### src/rtl/assert_macros.svh
// assertion helpers, sampled on clk with rst_n low as the disable
`ifndef ASSERT_MACROS_SVH
`define ASSERT_MACROS_SVH

// same-cycle implication
`define SWR_ASSERT_NOW(label, ante, cons, msg) \
  label: assert property (@(posedge clk) disable iff (!rst_n) (ante) |-> (cons)) \
    else $error(msg);

// next-cycle implication
`define SWR_ASSERT_NEXT(label, ante, cons, msg) \
  label: assert property (@(posedge clk) disable iff (!rst_n) (ante) |=> (cons)) \
    else $error(msg);

`endif

### src/rtl/swr_pkg.sv
`default_nettype none

package swr_pkg;

  // default sizes
  localparam int MAX_WINDOW_DEF  = 64;
  localparam int SAMPLE_BITS_DEF = 16;

  // fixed field widths
  localparam int CFG_IDX_W  = 2;
  localparam int CFG_DATA_W = 7;
  localparam int LEN_W      = 7;
  localparam int COUNT_W    = 7;
  localparam int Q_W        = 23;
  localparam int FRAC_W     = 16;

  localparam logic [LEN_W-1:0] LEN_RESET = LEN_W'(64);

  // configuration register indexes
  typedef enum logic [CFG_IDX_W-1:0] {
    CFG_WINDOW_LEN     = 2'd0,
    CFG_RANK_METHOD    = 2'd1,
    CFG_PERCENT_ENABLE = 2'd2,
    CFG_PERCENT_MODE   = 2'd3
  } cfg_idx_t;

  // tie rule
  typedef enum logic [1:0] {
    RANK_AVERAGE = 2'd0,
    RANK_MIN     = 2'd1,
    RANK_MAX     = 2'd2,
    RANK_FIRST   = 2'd3
  } rank_method_t;

  // percentile scaling
  typedef enum logic {
    PCT_OVER_COUNT = 1'b0,
    PCT_CLOSED     = 1'b1
  } scale_mode_t;

endpackage

`default_nettype wire

### src/rtl/sliding_window_rank.sv
// Rank of the newest sample among the last window_len samples, missing samples never counted
// as lower or equal. Samples sit in a row of MAX_WINDOW cells that shifts by one place per
// accepted item; every cell compares its entry with the new sample and the partial counts
// ripple down the row one cell per cycle, after which the item passes through the sum and
// scale steps. With the percentile on, an item whose rank is divided then goes through a
// bit-serial divider. One item is in work at a time; a finished result waits in the output
// register while the next item is taken in. A missing sample or a window still filling
// gives rank_valid low and rank_q16 zero. Configuration is written through the cfg_ port,
// which is always ready; the window length is taken when an item is accepted, while rank
// method and percentile settings are read as the item in work reaches them.
`default_nettype none
`include "assert_macros.svh"

module sliding_window_rank #(
  parameter int MAX_WINDOW  = swr_pkg::MAX_WINDOW_DEF,
  parameter int SAMPLE_BITS = swr_pkg::SAMPLE_BITS_DEF
) (
  input  wire logic                           clk,
  input  wire logic                           rst_n,
  // configuration writes
  input  wire logic                           cfg_valid,
  output logic                                cfg_ready,
  input  wire logic [swr_pkg::CFG_IDX_W-1:0]  cfg_index,
  input  wire logic [swr_pkg::CFG_DATA_W-1:0] cfg_data,
  // sample items
  input  wire logic                           in_valid,
  output logic                                in_ready,
  input  wire logic [SAMPLE_BITS-1:0]         in_sample,
  input  wire logic                           in_sample_missing,
  // result items
  output logic                                out_valid,
  input  wire logic                           out_ready,
  output logic                                out_rank_valid,
  output logic      [swr_pkg::Q_W-1:0]        out_rank_q16,
  output logic      [swr_pkg::COUNT_W-1:0]    out_count_below,
  output logic      [swr_pkg::COUNT_W-1:0]    out_count_not_above,
  output logic      [swr_pkg::COUNT_W-1:0]    out_missing_in_window
);

  localparam int CNT_W  = $clog2(MAX_WINDOW + 1);
  localparam int IDX_W  = $clog2(MAX_WINDOW);
  localparam int RANK_W = CNT_W + 17;

  localparam logic [RANK_W-1:0] Q16_ONE  = RANK_W'(1) << swr_pkg::FRAC_W;
  localparam logic [RANK_W-1:0] Q16_HALF = RANK_W'(1) << (swr_pkg::FRAC_W - 1);

  typedef enum logic [5:0] {
    ST_IDLE  = 6'b000001,
    ST_COUNT = 6'b000010,
    ST_SUM   = 6'b000100,
    ST_SCALE = 6'b001000,
    ST_DIV   = 6'b010000,
    ST_DONE  = 6'b100000
  } state_t;

  state_t state_r;
  state_t state_nxt;

  // configuration registers
  logic [swr_pkg::LEN_W-1:0] window_len_r;
  swr_pkg::rank_method_t     rank_method_r;
  logic                      percent_enable_r;
  swr_pkg::scale_mode_t      percent_mode_r;

  // item context
  logic [CNT_W-1:0]       fill_count_r;
  logic [CNT_W-1:0]       fill_nxt;
  logic [CNT_W-1:0]       wl;
  logic [CNT_W-1:0]       n_nxt;
  logic [CNT_W-1:0]       n_r;
  logic [CNT_W-1:0]       wl_r;
  logic                   valid_r;
  logic [SAMPLE_BITS-1:0] new_key;
  logic [SAMPLE_BITS-1:0] q_key_r;
  logic                   q_miss_r;
  logic [IDX_W-1:0]       step_r;

  // counting results
  logic [CNT_W-1:0]  below_r;
  logic [CNT_W-1:0]  not_above_r;
  logic [CNT_W-1:0]  missing_r;
  logic [CNT_W-1:0]  cnt_r;
  logic [RANK_W-1:0] rank_nxt;
  logic [RANK_W-1:0] rank_r;
  logic [RANK_W-1:0] res_r;

  // divider hookup
  logic              div_start;
  logic [RANK_W-1:0] div_dvd;
  logic [CNT_W-1:0]  div_dvs;
  logic              div_done;
  logic [RANK_W-1:0] div_quo;

  // output register
  logic                        out_valid_r;
  logic                        out_rank_valid_r;
  logic [swr_pkg::Q_W-1:0]     out_rank_q16_r;
  logic [swr_pkg::COUNT_W-1:0] out_below_r;
  logic [swr_pkg::COUNT_W-1:0] out_not_above_r;
  logic [swr_pkg::COUNT_W-1:0] out_missing_r;
  logic                        out_load;

  logic in_acc;

  // cell row wiring
  logic [SAMPLE_BITS-1:0] key_w       [0:MAX_WINDOW];
  logic                   miss_w      [0:MAX_WINDOW];
  logic [CNT_W-1:0]       below_w     [0:MAX_WINDOW];
  logic [CNT_W-1:0]       not_above_w [0:MAX_WINDOW];
  logic [CNT_W-1:0]       missing_w   [0:MAX_WINDOW];
  logic [MAX_WINDOW-1:0]  in_win;

  assign cfg_ready = 1'b1;
  assign in_ready  = (state_r == ST_IDLE);
  assign in_acc    = in_valid && in_ready;

  // configuration writes
  always_ff @(posedge clk) begin
    if (!rst_n) begin
      window_len_r     <= swr_pkg::LEN_RESET;
      rank_method_r    <= swr_pkg::RANK_AVERAGE;
      percent_enable_r <= 1'b0;
      percent_mode_r   <= swr_pkg::PCT_OVER_COUNT;
    end else if (cfg_valid) begin
      unique case (swr_pkg::cfg_idx_t'(cfg_index))
        swr_pkg::CFG_WINDOW_LEN:     window_len_r <= cfg_data;
        swr_pkg::CFG_RANK_METHOD:    rank_method_r <= swr_pkg::rank_method_t'(cfg_data[1:0]);
        swr_pkg::CFG_PERCENT_ENABLE: percent_enable_r <= cfg_data[0];
        swr_pkg::CFG_PERCENT_MODE:   percent_mode_r <= swr_pkg::scale_mode_t'(cfg_data[0]);
      endcase
    end
  end

  // effective window length: zero acts as one, clipped to the row length
  always_comb begin
    if (window_len_r == '0) begin
      wl = CNT_W'(1);
    end else if (32'(window_len_r) > MAX_WINDOW) begin
      wl = CNT_W'(MAX_WINDOW);
    end else begin
      wl = CNT_W'(window_len_r);
    end
  end

  // fill level after this item and span to count
  assign fill_nxt = (32'(fill_count_r) < MAX_WINDOW) ? fill_count_r + CNT_W'(1) : fill_count_r;
  assign n_nxt    = (fill_nxt < wl) ? fill_nxt : wl;

  // sign bit flipped so unsigned compare gives signed order
  assign new_key = {~in_sample[SAMPLE_BITS-1], in_sample[SAMPLE_BITS-2:0]};

  assign key_w[0]       = new_key;
  assign miss_w[0]      = in_sample_missing;
  assign below_w[0]     = '0;
  assign not_above_w[0] = '0;
  assign missing_w[0]   = '0;

  // row of cells, newest entry in cell 0
  for (genvar i = 0; i < MAX_WINDOW; i++) begin : g_cell
    assign in_win[i] = CNT_W'(i) < n_r;

    swr_cell #(
      .KEY_W (SAMPLE_BITS),
      .CNT_W (CNT_W)
    ) u_cell (
      .clk           (clk),
      .shift         (in_acc),
      .key_in        (key_w[i]),
      .miss_in       (miss_w[i]),
      .key_out       (key_w[i+1]),
      .miss_out      (miss_w[i+1]),
      .q_key         (q_key_r),
      .q_miss        (q_miss_r),
      .en            (in_win[i]),
      .below_in      (below_w[i]),
      .not_above_in  (not_above_w[i]),
      .missing_in    (missing_w[i]),
      .below_out     (below_w[i+1]),
      .not_above_out (not_above_w[i+1]),
      .missing_out   (missing_w[i+1])
    );
  end

  // rank from the finished counts
  always_comb begin
    unique case (rank_method_r)
      swr_pkg::RANK_AVERAGE:
        rank_nxt = (RANK_W'(below_w[MAX_WINDOW]) + RANK_W'(not_above_w[MAX_WINDOW])
                    + RANK_W'(1)) << (swr_pkg::FRAC_W - 1);
      swr_pkg::RANK_MIN:
        rank_nxt = (RANK_W'(below_w[MAX_WINDOW]) + RANK_W'(1)) << swr_pkg::FRAC_W;
      swr_pkg::RANK_MAX, swr_pkg::RANK_FIRST:
        rank_nxt = RANK_W'(not_above_w[MAX_WINDOW]) << swr_pkg::FRAC_W;
    endcase
  end

  // percentile division request
  always_comb begin
    div_start = 1'b0;
    div_dvd   = rank_r;
    div_dvs   = cnt_r;
    if (state_r == ST_SCALE && valid_r && percent_enable_r) begin
      if (percent_mode_r == swr_pkg::PCT_OVER_COUNT) begin
        div_start = 1'b1;
      end else if (cnt_r != CNT_W'(1)) begin
        div_start = 1'b1;
        div_dvd   = rank_r - Q16_ONE;
        div_dvs   = cnt_r - CNT_W'(1);
      end
    end
  end

  swr_div #(
    .DVD_W (RANK_W),
    .DVS_W (CNT_W)
  ) u_div (
    .clk      (clk),
    .rst_n    (rst_n),
    .start    (div_start),
    .dividend (div_dvd),
    .divisor  (div_dvs),
    .done     (div_done),
    .quotient (div_quo)
  );

  assign out_load = (state_r == ST_DONE) && (!out_valid_r || out_ready);

  // sequencer
  always_comb begin
    state_nxt = state_r;
    unique case (state_r)
      ST_IDLE:  if (in_acc) state_nxt = ST_COUNT;
      ST_COUNT: if (step_r == '0) state_nxt = ST_SUM;
      ST_SUM:   state_nxt = ST_SCALE;
      ST_SCALE: state_nxt = div_start ? ST_DIV : ST_DONE;
      ST_DIV:   if (div_done) state_nxt = ST_DONE;
      ST_DONE:  if (out_load) state_nxt = ST_IDLE;
      default:  state_nxt = ST_IDLE;
    endcase
  end

  always_ff @(posedge clk) begin
    if (!rst_n) begin
      state_r      <= ST_IDLE;
      fill_count_r <= '0;
    end else begin
      state_r <= state_nxt;
      if (in_acc) begin
        fill_count_r <= fill_nxt;
      end
    end
  end

  // item context and counting phase
  always_ff @(posedge clk) begin
    if (in_acc) begin
      q_key_r  <= new_key;
      q_miss_r <= in_sample_missing;
      n_r      <= n_nxt;
      wl_r     <= wl;
      valid_r  <= (fill_nxt >= wl) && !in_sample_missing;
      step_r   <= IDX_W'(MAX_WINDOW - 1);
    end else if (state_r == ST_COUNT) begin
      step_r <= step_r - IDX_W'(1);
    end
  end

  // gather counts, then scale
  always_ff @(posedge clk) begin
    if (state_r == ST_SUM) begin
      below_r     <= below_w[MAX_WINDOW];
      not_above_r <= not_above_w[MAX_WINDOW];
      missing_r   <= missing_w[MAX_WINDOW];
      cnt_r       <= wl_r - missing_w[MAX_WINDOW];
      rank_r      <= valid_r ? rank_nxt : '0;
    end
    if (state_r == ST_SCALE && !div_start) begin
      if (valid_r && percent_enable_r) begin
        res_r <= Q16_HALF;
      end else begin
        res_r <= rank_r;
      end
    end else if (state_r == ST_DIV && div_done) begin
      res_r <= div_quo;
    end
  end

  // output register
  always_ff @(posedge clk) begin
    if (!rst_n) begin
      out_valid_r <= 1'b0;
    end else if (out_load) begin
      out_valid_r <= 1'b1;
    end else if (out_ready) begin
      out_valid_r <= 1'b0;
    end
  end

  always_ff @(posedge clk) begin
    if (out_load) begin
      out_rank_valid_r <= valid_r;
      out_rank_q16_r   <= swr_pkg::Q_W'(res_r);
      out_below_r      <= swr_pkg::COUNT_W'(below_r);
      out_not_above_r  <= swr_pkg::COUNT_W'(not_above_r);
      out_missing_r    <= swr_pkg::COUNT_W'(missing_r);
    end
  end

  assign out_valid             = out_valid_r;
  assign out_rank_valid        = out_rank_valid_r;
  assign out_rank_q16          = out_rank_q16_r;
  assign out_count_below       = out_below_r;
  assign out_count_not_above   = out_not_above_r;
  assign out_missing_in_window = out_missing_r;

  // checks
  `SWR_ASSERT_NEXT(a_accept_starts_count, in_acc, state_r == ST_COUNT, "item did not start counting")
  `SWR_ASSERT_NOW(a_fill_bounded, 1'b1, 32'(fill_count_r) <= MAX_WINDOW, "fill count overran")
  `SWR_ASSERT_NOW(a_div_done_in_div, div_done, state_r == ST_DIV, "divider finished out of turn")
  `SWR_ASSERT_NOW(a_span_within_fill, state_r == ST_COUNT, n_r <= fill_count_r, "span past fill")

endmodule

`default_nettype wire

### src/rtl/swr_cell.sv
`default_nettype none

module swr_cell #(
  parameter int KEY_W = swr_pkg::SAMPLE_BITS_DEF,
  parameter int CNT_W = 7
) (
  input  wire logic             clk,
  input  wire logic             shift,
  input  wire logic [KEY_W-1:0] key_in,
  input  wire logic             miss_in,
  output logic      [KEY_W-1:0] key_out,
  output logic                  miss_out,
  input  wire logic [KEY_W-1:0] q_key,
  input  wire logic             q_miss,
  input  wire logic             en,
  input  wire logic [CNT_W-1:0] below_in,
  input  wire logic [CNT_W-1:0] not_above_in,
  input  wire logic [CNT_W-1:0] missing_in,
  output logic      [CNT_W-1:0] below_out,
  output logic      [CNT_W-1:0] not_above_out,
  output logic      [CNT_W-1:0] missing_out
);

  logic [KEY_W-1:0] key_r;
  logic             miss_r;
  logic [CNT_W-1:0] below_r;
  logic [CNT_W-1:0] not_above_r;
  logic [CNT_W-1:0] missing_r;
  logic             is_lt;
  logic             is_le;
  logic             is_miss;

  // stored entry moves one place along the row per item
  always_ff @(posedge clk) begin
    if (shift) begin
      key_r  <= key_in;
      miss_r <= miss_in;
    end
  end

  // local compare against the query
  assign is_miss = en && miss_r;
  assign is_lt   = en && !miss_r && !q_miss && (key_r < q_key);
  assign is_le   = en && !miss_r && !q_miss && (key_r <= q_key);

  // partial counts ripple one cell per cycle
  always_ff @(posedge clk) begin
    below_r     <= below_in + CNT_W'(is_lt);
    not_above_r <= not_above_in + CNT_W'(is_le);
    missing_r   <= missing_in + CNT_W'(is_miss);
  end

  assign key_out       = key_r;
  assign miss_out      = miss_r;
  assign below_out     = below_r;
  assign not_above_out = not_above_r;
  assign missing_out   = missing_r;

endmodule

`default_nettype wire

### src/rtl/swr_div.sv
`default_nettype none

module swr_div #(
  parameter int DVD_W = 24,
  parameter int DVS_W = 7
) (
  input  wire logic             clk,
  input  wire logic             rst_n,
  input  wire logic             start,
  input  wire logic [DVD_W-1:0] dividend,
  input  wire logic [DVS_W-1:0] divisor,
  output logic                  done,
  output logic      [DVD_W-1:0] quotient
);

  localparam int STEP_W = $clog2(DVD_W + 1);

  logic [DVS_W:0]    rem_r;
  logic [DVD_W-1:0]  quo_r;
  logic [DVS_W-1:0]  dvs_r;
  logic [STEP_W-1:0] step_r;
  logic              busy_r;
  logic              done_r;
  logic [DVS_W:0]    rem_sh;
  logic [DVS_W:0]    rem_diff;
  logic              fits;

  // one quotient bit per cycle, restoring
  assign rem_sh   = {rem_r[DVS_W-1:0], quo_r[DVD_W-1]};
  assign rem_diff = rem_sh - {1'b0, dvs_r};
  assign fits     = rem_sh >= {1'b0, dvs_r};

  // control
  always_ff @(posedge clk) begin
    if (!rst_n) begin
      busy_r <= 1'b0;
      done_r <= 1'b0;
      step_r <= '0;
    end else if (start) begin
      busy_r <= 1'b1;
      done_r <= 1'b0;
      step_r <= STEP_W'(DVD_W);
    end else if (busy_r) begin
      step_r <= step_r - STEP_W'(1);
      if (step_r == STEP_W'(1)) begin
        busy_r <= 1'b0;
        done_r <= 1'b1;
      end
    end else begin
      done_r <= 1'b0;
    end
  end

  // datapath
  always_ff @(posedge clk) begin
    if (start) begin
      rem_r <= '0;
      quo_r <= dividend;
      dvs_r <= divisor;
    end else if (busy_r) begin
      rem_r <= fits ? rem_diff : rem_sh;
      quo_r <= {quo_r[DVD_W-2:0], fits};
    end
  end

  assign done     = done_r;
  assign quotient = quo_r;

endmodule

`default_nettype wire
### config.mk
export PLATFORM = sky130hd
export DESIGN_NAME = sliding_window_rank
export DESIGN_NICKNAME = d
export VERILOG_FILES = /design/src/rtl/swr_pkg.sv /design/src/rtl/sliding_window_rank.sv /design/src/rtl/swr_cell.sv /design/src/rtl/swr_div.sv
export VERILOG_INCLUDE_DIRS = /design/src /design/src/rtl
export SDC_FILE = /design/constraint.sdc
export NUM_CORES = 2
export LEC_CHECK = 0
export ABC_CLOCK_PERIOD_IN_PS = 61300
export BUFFER_PORTS_ARGS = -buffer_cell sky130_fd_sc_hd__buf_2
export CELL_PAD_IN_SITES_DETAIL_PLACEMENT = 1
export CELL_PAD_IN_SITES_GLOBAL_PLACEMENT = 1
export CORE_ASPECT_RATIO = 0.9
export CORE_MARGIN = 5
export CORE_UTILIZATION = 57
export CTS_CLUSTER_SIZE = 12
export DETAILED_ROUTE_END_ITERATION = 6
export PLACE_DENSITY_LB_ADDON = 0.1
export SETUP_SLACK_MARGIN = 0.05
export SLEW_MARGIN = 5
export SYNTH_ARGS = -nofsm -noshare
export SYNTH_HDL_FRONTEND = slang
export SYNTH_SLANG_ARGS = --single-unit
### constraint.sdc
create_clock -name clk -period 61.3 [get_ports clk]
set_input_delay 12.26 -clock clk [delete_from_list [all_inputs] [get_ports clk]]
set_output_delay 12.26 -clock clk [all_outputs]
set_load 0.02 [all_outputs]
==> run_results.csv <==
group,metric,value,unit
cts,clkTransAtPathRegs,0.06,ns
run_status,outcome,"finished clean",
yosys,synth_mux_area_share,0.241,%
sta,period_share,28.6,%
pwr,power.density,39.1,nW/µm²
floorplanning,core,188000,µm²
yosys,avgSynthCellArea,13.1,µm²
finish,fill_cells,18000,
floorplanning,fp.dieW,469,µm
sta,maxSlewHeadroom,11.3,%
yosys,synth_seq_cells,2564,
yosys,ys.flop_type,"dfxtp_1",
critical_path,worstSetupStartpointType,"input pin",
yosys,syn-cell-area,108000,µm²
yosys,yosysSeqAreaShare,59.0,%
finish,area_delta_synth_final,11.6,%
critical_path,path_delay_family,"buffers and inverters",
cts,cts_max_level,5,
yosys,yosys.area_share.adder,16.5,%
critical_path,path_cells,"buf_2 -> nand2_1 -> inv_8 -> buf_4 -> buf_4 -> buf_4 -> buf_4 -> buf_4",
critical_path,crit_arrival,18.05,ns
routing,wirelength,268000,µm
critical_path,endpoint_kind,"flip-flop",
sta,clock_skew,0.0477,ns
floorplanning,die_h,423,µm
pwr,p_leak,49.0,nW
global_routing,grt_remaining_overflow,0,
placed_design,placed_cell_area,112000,µm²
routing,first_pass_iters,5,
floorplanning,io-pin-count,79,
finish,seqCellArea,63700,µm²
placed_design,hpwl,183000,µm
routing,viasPerCell,5.91,
cts,post_cts_resized,0,
floorplanning,num_rows,151,
finish,final_cells,11300,
global_routing,grtUsageTotal,26.9,%
cts,cts_root_buf,"clkbuf_16",
cts,cts_setup_buffers,0,
yosys,synth-edff-count,1239,
placed_design,portBuffers,77,
sta,setup_viol,0,
yosys,synthArstFlopShare,0,%
global_routing,grt_pass1_wl,420000,µm
global_routing,grt_max_degree,193,
critical_path,cpMostUsedCell,"buf_4",
cts,cts_buffer_depth,4,
yosys,ys_types,83,
routing,drt_iter0_drc,4568,
routing,routedWlPerCell,23.6,µm
job,max_cap_viol_count,0,
critical_path,cp.required,61.81,ns
yosys,yosys.area.top_type,"edfxtp_1",
cts,clock_sinks,2564,
sta,hold_viol_final,0,
global_routing,grt_pass1_vias,73700,
sta,worst_pin_slew,1.33,ns
hold_path,hp-class,"reg2reg",
global_routing,antenna_found_initial,8,
yosys,yosys.area.top_type_share,34.4,%
sta,rsz0062_at_grt,"false",
critical_path,criticalPathCategory,"in2reg",
critical_path,worstPathBufferInverterCount,7,
critical_path,critPathMaxStageDelay,0.94,ns
routing,postRouteAntennaNets,0,
floorplanning,initial_core_util,57.3,%
sta,fin_crit,17.54,ns
sta,slew_viol_final,0,
placed_design,routabilityCongestion,0.851,
critical_path,cp_slowest_cell,"buf_4",
pwr,ir_drop,35.8,µV
cts,clk_latency,0.91,ns
yosys,ys_warn_count,0,
placed_design,dp.cells,10900,
yosys,synth_simple_gate_area_share,10.1,%
finish,nets,10100,
cts,cts_hold_buf,0,
floorplanning,die_area,198000,µm²
finish,final_area,121000,µm²
finish,final_layout_size_suffix_gt1_share,6.92,%
yosys,synth_nets,9700,
routing,vias,67000,
yosys,yosys-top-cells-area,"edfxtp_1, dfxtp_1, ha_1, xnor2_1, nand3_1",
cts,cts_tree,"built",
yosys,synth_cells,8248,
sta,max_freq,57.0,MHz
cts,cts_inserted_buffers,282,
sta,tns,0,ns
yosys,synth_compound_area_share,5.71,%
yosys,synth-xor-area-share,7.50,%
critical_path,crit_path_max_fanout,146,
finish,multi_input_area,43300,µm²
yosys,synth_top_family_by_area,"adder cells",
routing,remaining_drc_errors,0,
==> worst paths after layout <==
kind / startpoint / end / slack [ns] / cells past startpoint
min: g_cell[24].u_cell.below_out[6]$_DFF_P_ / g_cell[25].u_cell.below_out[6]$_DFF_P_ / 0.40 / 1
min reg2reg: g_cell[24].u_cell.below_out[6]$_DFF_P_ / g_cell[25].u_cell.below_out[6]$_DFF_P_ / 0.40 / 1
max: in_valid / g_cell[2].u_cell.key_out[8]$_DFFE_PP_ / 43.76 / 8
max reg2reg: state_r[2]$_SDFFE_PN0P_ / g_cell[2].u_cell.key_out[8]$_DFFE_PP_ / 54.11 / 9
==> cell families (layout without fill, tap and decap cells) <==
family | after synthesis | count (layout)
flops | 2564 | 2564
simple gates | 2089 | 2089
fa+ha+maj | 1421 | 1421
other cells | 2 | 7
buf+inv | 242 | 811
compound gates | 980 | 980
xor+xnor | 925 | 925
mux | 25 | 25
==> cells in the mapped netlist (14+ instances only) <==
master	number
a21oi_1	424
o22ai_1	14
or2_2	15
o21ai_0	164
o211ai_1	19
a2111oi_0	38
nand3_1	707
a211oi_1	48
nor2b_1	109
edfxtp_1	1239
mux2i_1	17
xor2_1	306
and3_1	283
nand2_1	318
xnor2_1	619
ha_1	1418
a21o_1	112
and2_1	30
nor3_1	56
and4_1	24
clkbuf_1	26
o21a_1	23
a221oi_1	16
inv_1	185
nand4_1	157
nand2b_1	26
dfxtp_1	1325
or3_1	33
nor4_1	52
nor2_1	224
==> placed cells by master, fill, tap and decap left out, drive strengths merged, types with 19 or more instances in the layout <==
master,synthesis,routed
or3,33,33
o21a,23,23
nor2,225,225
nand2b,27,27
and3,283,283
clkbuf,26,461
nand3,707,707
nand2,319,319
buf,30,148
ha,1418,1418
a2111oi,48,48
a21oi,424,424
edfxtp,1239,1239
xnor2,619,619
inv,186,171
dfxtp,1325,1325
a21o,112,112
xor2,306,306
or2,25,25
a211oi,53,53
nor4,57,57
o211ai,19,19
and4,24,24
nor3,58,58
clkinv,0,27
o21ai,167,167
nand4,157,157
and2,36,36
nor2b,109,109
==> power by group <==
part           switching, mW  leakage, nW  internal [mW]
registers              0.258         21.9           2.15
logic                  0.415         22.9          0.288
clock network          0.651         4.22          0.952
==> layout make-up <==
| cell class | instances | share of cell area [%] |
|---|---|---|
| Inverter | 186 | 0.601 |
| Clock inverter | 16 | 0.148 |
| Tap cell | 2524 | 2.62 |
| Antenna cell | 5 | 0.0104 |
| Timing Repair Buffer | 148 | 0.793 |
| Multi-Input combinational cell | 5442 | 35.9 |
| Clock buffer | 461 | 7.01 |
| Sequential cell | 2564 | 52.9 |
==> registers in the layout (all words and copies together), names as in the netlist, 9 cells and up <==
register and count:
g_cell.u_cell.below_out 426, out_rank_q16 23, g_cell.u_cell.not_above_out 427, u_div.quotient 24, res_r 23, g_cell.u_cell.miss_out 64, rank_r 9, q_key_r 16
g_cell.u_cell.key_out 1008, g_cell.u_cell.missing_out 427
==> per-layer routing <==
| metal | global-route usage, % | part of all wire, % | vias up |
|---|---|---|---|
| met4 | 8.63 | 3.2 | 2 |
| met2 | 45.3 | 48 | 1597 |
| met3 | 4.40 | 5.7 | 562 |
| met5 | 0 | 0.0049 | - |
| li1 | - | - | 31300 |
| met1 | 35.7 | 43 | 33500 |
==> metrics by stage <==
stage / setup WS (ns) / hold WS (ns) / util (%) / power, mW
after floorplan: 25.88 / 0.400 / - / 2.90
after global placement: 43.12 / 0.404 / 59.4 / 3.04
after detailed placement: 42.90 / 0.406 / 59.4 / 3.11
after CTS: 43.85 / 0.407 / 64.0 / 4.75
after global routing: 43.43 / 0.423 / 64.0 / 4.95
final: 43.76 / 0.396 / 64.0 / 4.72
Power figures use the tool's default switching activity.
